===== config.mk =====
export PLATFORM = sky130hd
export DESIGN_NAME = cnv3_div
export DESIGN_NICKNAME = d
export VERILOG_FILES = /design/src/rtl/assert_macros.svh /design/src/rtl/cnv3_pkg.sv /design/src/rtl/cnv3_div.sv
export SDC_FILE = /design/constraint.sdc
export NUM_CORES = 1
export LEC_CHECK = 0
export ABC_AREA = 0
export BUFFER_PORTS_ARGS = -buffer_cell sky130_fd_sc_hd__buf_2
export CORE_MARGIN = 2
export CORE_UTILIZATION = 46
export CTS_CLUSTER_DIAMETER = 30
export DETAILED_ROUTE_END_ITERATION = 8
export GPL_TIMING_DRIVEN = 0
export HOLD_SLACK_MARGIN = 0.12
export PLACE_DENSITY = 0.69
export SETUP_SLACK_MARGIN = 0.3
export SYNTH_ARGS = -nofsm -noshare
export SYNTH_HDL_FRONTEND = slang
export SYNTH_SLANG_ARGS = --single-unit
export TNS_END_PERCENT = 1

===== constraint.sdc =====
create_clock -name clk_i -period 3.1 [get_ports clk_i]
set_clock_uncertainty 0.15 [all_clocks]
set_input_delay 0.31 -clock clk_i [delete_from_list [all_inputs] [get_ports clk_i]]
set_output_delay 0.31 -clock clk_i [all_outputs]
set_load 0.05 [all_outputs]

===== src/rtl/assert_macros.svh =====
// assertion macros shared by the filter rtl
`ifndef ASSERT_MACROS_SVH
`define ASSERT_MACROS_SVH

// checked while out of reset
`define CNV3_ASSERT(lbl, prop, msg) \
  lbl: assert property (@(posedge clk_i) disable iff (!rst_ni) prop) else $error(msg);

// checked at every edge, reset included
`define CNV3_ASSERT_ALWAYS(lbl, prop, msg) \
  lbl: assert property (@(posedge clk_i) prop) else $error(msg);

`endif


===== src/rtl/cnv3_pkg.sv =====
// package with constants, types and helpers of the 3x3 filter
package cnv3_pkg;

  localparam int MAX_COLS  = 1024;
  localparam int COL_AW    = $clog2(MAX_COLS);
  localparam int PIX_W     = 8;
  localparam int COEF_W    = 8;
  localparam int ROWS_W    = 16;
  localparam int COLS_W    = 11;
  localparam int MASK_W    = 3 * COEF_W;
  localparam int CNT_W     = 27;
  localparam int TOT_W     = ROWS_W + COLS_W;
  localparam int OUT_W     = 20;
  localparam int NORM_W    = 12;
  localparam int DIV_W     = 27;
  localparam int DVS_W     = 11;
  localparam int DIV_CW    = $clog2(DIV_W);
  localparam int PIX_CAP   = 255;
  localparam int NUM_TAPS  = 9;
  localparam int TAP_W     = 4;
  localparam int CFG_IW    = 3;

  localparam logic [CFG_IW-1:0] REG_ROWS   = 3'd0;
  localparam logic [CFG_IW-1:0] REG_COLS   = 3'd1;
  localparam logic [CFG_IW-1:0] REG_MASK_T = 3'd2;
  localparam logic [CFG_IW-1:0] REG_MASK_M = 3'd3;
  localparam logic [CFG_IW-1:0] REG_MASK_B = 3'd4;

  localparam logic OP_PIXEL = 1'b0;
  localparam logic OP_FLUSH = 1'b1;

  typedef struct packed {
    logic             start;
    logic [DIV_W-1:0] dividend;
    logic [DVS_W-1:0] divisor;
  } div_req_t;

  typedef struct packed {
    logic             done;
    logic [DIV_W-1:0] quotient;
    logic [DVS_W-1:0] remainder;
  } div_rsp_t;

  function automatic logic [1:0] tap_row(input logic [TAP_W-1:0] idx);
    logic [1:0] r;
    case (idx)
      4'd0, 4'd1, 4'd2: r = 2'd0;
      4'd3, 4'd4, 4'd5: r = 2'd1;
      default:          r = 2'd2;
    endcase
    return r;
  endfunction

  function automatic logic [1:0] tap_col(input logic [TAP_W-1:0] idx);
    logic [1:0] k;
    case (idx)
      4'd0, 4'd3, 4'd6: k = 2'd0;
      4'd1, 4'd4, 4'd7: k = 2'd1;
      default:          k = 2'd2;
    endcase
    return k;
  endfunction

endpackage


===== src/rtl/cnv3_div.sv =====
// restoring unsigned divider, one quotient bit per cycle
module cnv3_div import cnv3_pkg::*; (
  input  logic     clk_i,
  input  logic     rst_ni,
  input  div_req_t req_i,
  output div_rsp_t rsp_o
);

  logic [DIV_W-1:0]  dvd_q, dvd_d;
  logic [DVS_W-1:0]  dvs_q;
  logic [DVS_W-1:0]  rem_q, rem_d;
  logic [DIV_CW-1:0] cnt_q;
  logic              busy_q, done_q;
  logic [DVS_W:0]    rem_sh;
  logic              qbit;

  always_comb begin
    rem_sh = {rem_q, dvd_q[DIV_W-1]};
    qbit   = (rem_sh >= {1'b0, dvs_q});
    rem_d  = qbit ? DVS_W'(rem_sh - {1'b0, dvs_q}) : rem_sh[DVS_W-1:0];
    dvd_d  = {dvd_q[DIV_W-2:0], qbit};
  end

  always_ff @(posedge clk_i or negedge rst_ni) begin
    if (!rst_ni) begin
      busy_q <= 1'b0;
      done_q <= 1'b0;
      cnt_q  <= '0;
    end else begin
      done_q <= 1'b0;
      if (req_i.start) begin
        busy_q <= 1'b1;
        cnt_q  <= '0;
      end else if (busy_q) begin
        cnt_q <= cnt_q + 1'b1;
        if (cnt_q == DIV_CW'(DIV_W - 1)) begin
          busy_q <= 1'b0;
          done_q <= 1'b1;
        end
      end
    end
  end

  always_ff @(posedge clk_i) begin
    if (req_i.start) begin
      dvd_q <= req_i.dividend;
      dvs_q <= req_i.divisor;
      rem_q <= '0;
    end else if (busy_q) begin
      dvd_q <= dvd_d;
      rem_q <= rem_d;
    end
  end

  assign rsp_o.done      = done_q;
  assign rsp_o.quotient  = dvd_q;
  assign rsp_o.remainder = rem_q;

endmodule


==> flow_summary.yaml <==
status:
  status: "complete, no violations"
clock_tree:
  clk_latency_ps: 310
  clockBufferDepth: 2
  cts_tree: "done"
  cts_max_level: 2
  cts_root_buffer: "clkbuf_8"
  clock_sinks: 56
  clk_pin_slew_ps: 110
  cts_buffers: 5
  cts_setup_buffers: 0
power_and_ir_drop:
  finalPower_w: 0.00295
  clkPwrFrac: 0.171
  power_density_nw_per_um2: 803
  p_leak_nw: 1.63
  p_int_w: 0.00173
  switchingPower_w: 0.00121
  p_seq_frac: 0.346
  switching_share: 0.412
  comb_power_share: 0.482
  irDropWorstVdd_mv: 0.456
placed_design:
  place_ws_ps: 461
  globalplace.congestion: 0.804
  dp_hpwl_um: 4520
  port_buffers: 79
worst_setup_path:
  worst-setup-path-type: "reg -> reg"
  cp_cell_sequence: "inv_1 > ha_1 > fa_1 > nor2b_4 > o31ai_4 > a31oi_4 > a21o_1 > buf_6 > buf_12 > mux2_2"
  crit_arrival_ps: 2560
  critPathLaunchType: "register"
  crit_slowest_cell: "edfxtp_1"
  crit_fanout: 10
  cp_slowest_stage_delay_ps: 460
  end_kind: "register"
  required_ps: 3020
cells_and_area:
  drive_gt1_frac: 0.387
  area_growth_pct: 25.0
  seq_area_um2: 1540
  antenna-diode-count: 0
  fillCellCount: 534
  multi_input_area_um2: 1260
  num-nets-final: 395
grt:
  grt_usage: 0.180
  antenna_found_initial: 0
  grt_max_degree: 28
  grt_pass1_wl_um: 10300
  grt_pass1_vias: 2208
  grt_overflow: 0
synth:
  synth_cell_types: 52
  ys_warn_count: 0
  synth_top_area_frac: 0.389
  synth_edf_count: 38
  postSynthCellCount: 242
  syn-cell-area_um2: 2940
  syn_avg_cell_area_um2: 12.1
  synth_nets: 297
  yosys_most_used_dff: "edfxtp_1"
  synth_area_leaders: "edfxtp_1 39%, mux2_2 10%, dfxtp_1 7.5%, dfrtp_1 6.0%, ha_1 5.5%"
  synthArstFlopShare: 0.125
  synth_seq_area_share: 0.523
  ys_ff_latch: 56
  yosys.area.top_type: "edfxtp_1"
sta:
  min_period_ps: 2650
  fmax_mhz: 378
  fin_crit_sh: 0.853
  worst_pin_slew_ps: 1120
  maxSlewViolCount: 0
  relSlewSlack: 0.250
  rsz0062_at_grt: "no"
  hold_viol: 0
  setup_viol: 0
  setup_slack_ps: 454
  tns_ps: 0
floorplanning:
  initial_core_util: 0.468
  core-area_um2: 6280
  placementRows: 29
  top_level_ports: 80
  die_w_um: 83.9
  die-area_um2: 7040
  die_h_um: 83.9
detailed_routing:
  drtAntennaViolNets: 0
  post-route-drc-count: 0
  dr.pass1.iters: 4
  routed_via_density: 5.22
  wl_met3_um: 296
  wl_met2_um: 2960
  drt-met1-wl_um: 2750
  num_vias: 2184
  routed_wl_um: 6060
  drtIter0Drc: 91
  topRoutingLayerUsed: "met4"
  wl_per_cell_um: 14.5
run:
  cap_viol_max_count: 0
hold_path:
  hold_path.class: "in -> reg"
-- cells by family after synthesis --
| logic type | count (synthesis) | synth area share |
|---|---|---|
| compound gates | 42 | 0.117 |
| mux | 32 | 0.121 |
| xor+xnor | 9 | 0.0269 |
| buf+inv | 30 | 0.0482 |
| simple gates | 59 | 0.101 |
| flops | 56 | 0.523 |
| fa+ha+maj | 14 | 0.0622 |
-- repair_timing --
item	CTS	global route
hold buffers	12	0
gates resized for setup	0	0
endpoints found under the hold margin	18	0
-- synthesized netlist by cell type (5+ instances only) --
cell	instances
a211oi_1	5
a21oi_1	11
clkbuf_1	6
dfrtp_1	7
dfxtp_1	11
edfxtp_1	38
ha_1	13
inv_1	18
mux2_2	27
mux2i_1	5
nand2_1	15
nor2_1	22
o21ai_0	6
xor2_1	5
-- sequential cells by signal (all words and copies together) (netlist names) --
signal	count
busy_q	1
dvs_q	11
done_q	1
dvd_q	27
rem_q	11
cnt_q	5
-- layer usage --
metal,up-vias,track usage
met5,-,0
met4,0,0.0499
met3,6,0.0396
met2,51,0.297
met1,1051,0.242
li1,1076,-
-- worst max-delay path, delay by kind of cell, from the launching register on --
family | cells | cell delay, ps
buffers and inverters | 3 | 370
and+or+nand+nor | 1 | 70
AOI/OAI and AO/OA | 3 | 670
muxes | 1 | 250
DFF | 1 | 460
adders and majority gates | 2 | 440
-- cell type report --
type / instances / area share
buffer: 12 / 0.0201
clock buffer: 6 / 0.0225
clock inverter: 2 / 0.0106
inverter: 18 / 0.0184
multi-input combinational: 156 / 0.343
sequential: 56 / 0.419
tap: 77 / 0.0263
timing repair buffer: 91 / 0.141
-- power by group through the flow --
stage	Combinational [W]	Clock (W)	Sequential, W
after CTS	0.00143	0.000520	0.00102
after detailed placement	0.00141	0	0.00104
after floorplan	0.000785	0	0.00137
after global routing	0.00155	0.000545	0.00104
final	0.00142	0.000504	0.00102
after global placement	0.00139	0	0.00104
-- worst paths after layout --
kind                       slack, ps  startpoint        to  cells past startpoint
max                              450   dvd_q[26]  dvd_q[0]                     10
min                              140   req_i[17]  dvd_q[6]                      2
max reg2reg                      450   dvd_q[26]  dvd_q[0]                     10
min reg2reg                      400    rem_q[3]  rem_q[3]                      2
max in group asynchronous       2410      rst_ni    busy_q                      2
min in group asynchronous        210      rst_ni    done_q                      2
-- stage by stage --
stage | util | instance area (µm²) | instances | hold WS (ps)
CTS | 0.584 | 3670 | 418 | 133
floorplan | - | 2940 | 242 | -136
detailed placement | 0.546 | 3430 | 398 | 6.78
global placement | 0.546 | 3430 | 398 | 3.33
global route | 0.584 | 3670 | 418 | 133
finish | 0.584 | 3670 | 418 | 144
-- layout by cell type, fill, tap and decap left out, types with 5 or more instances in the layout --
master         instances
buf_2                 80
edfxtp_1              38
mux2_2                27
nor2_1                22
inv_1                 18
nand2_1               15
ha_1                  13
dlygate4sd3_1         12
a21oi_1               11
dfxtp_1               11
dfrtp_1                7
clkbuf_1               6
o21ai_0                6
clkbuf_8               6
mux2i_1                5
a211oi_1               5
xor2_1                 5
Note: power is estimated with default switching activity, not from simulation.
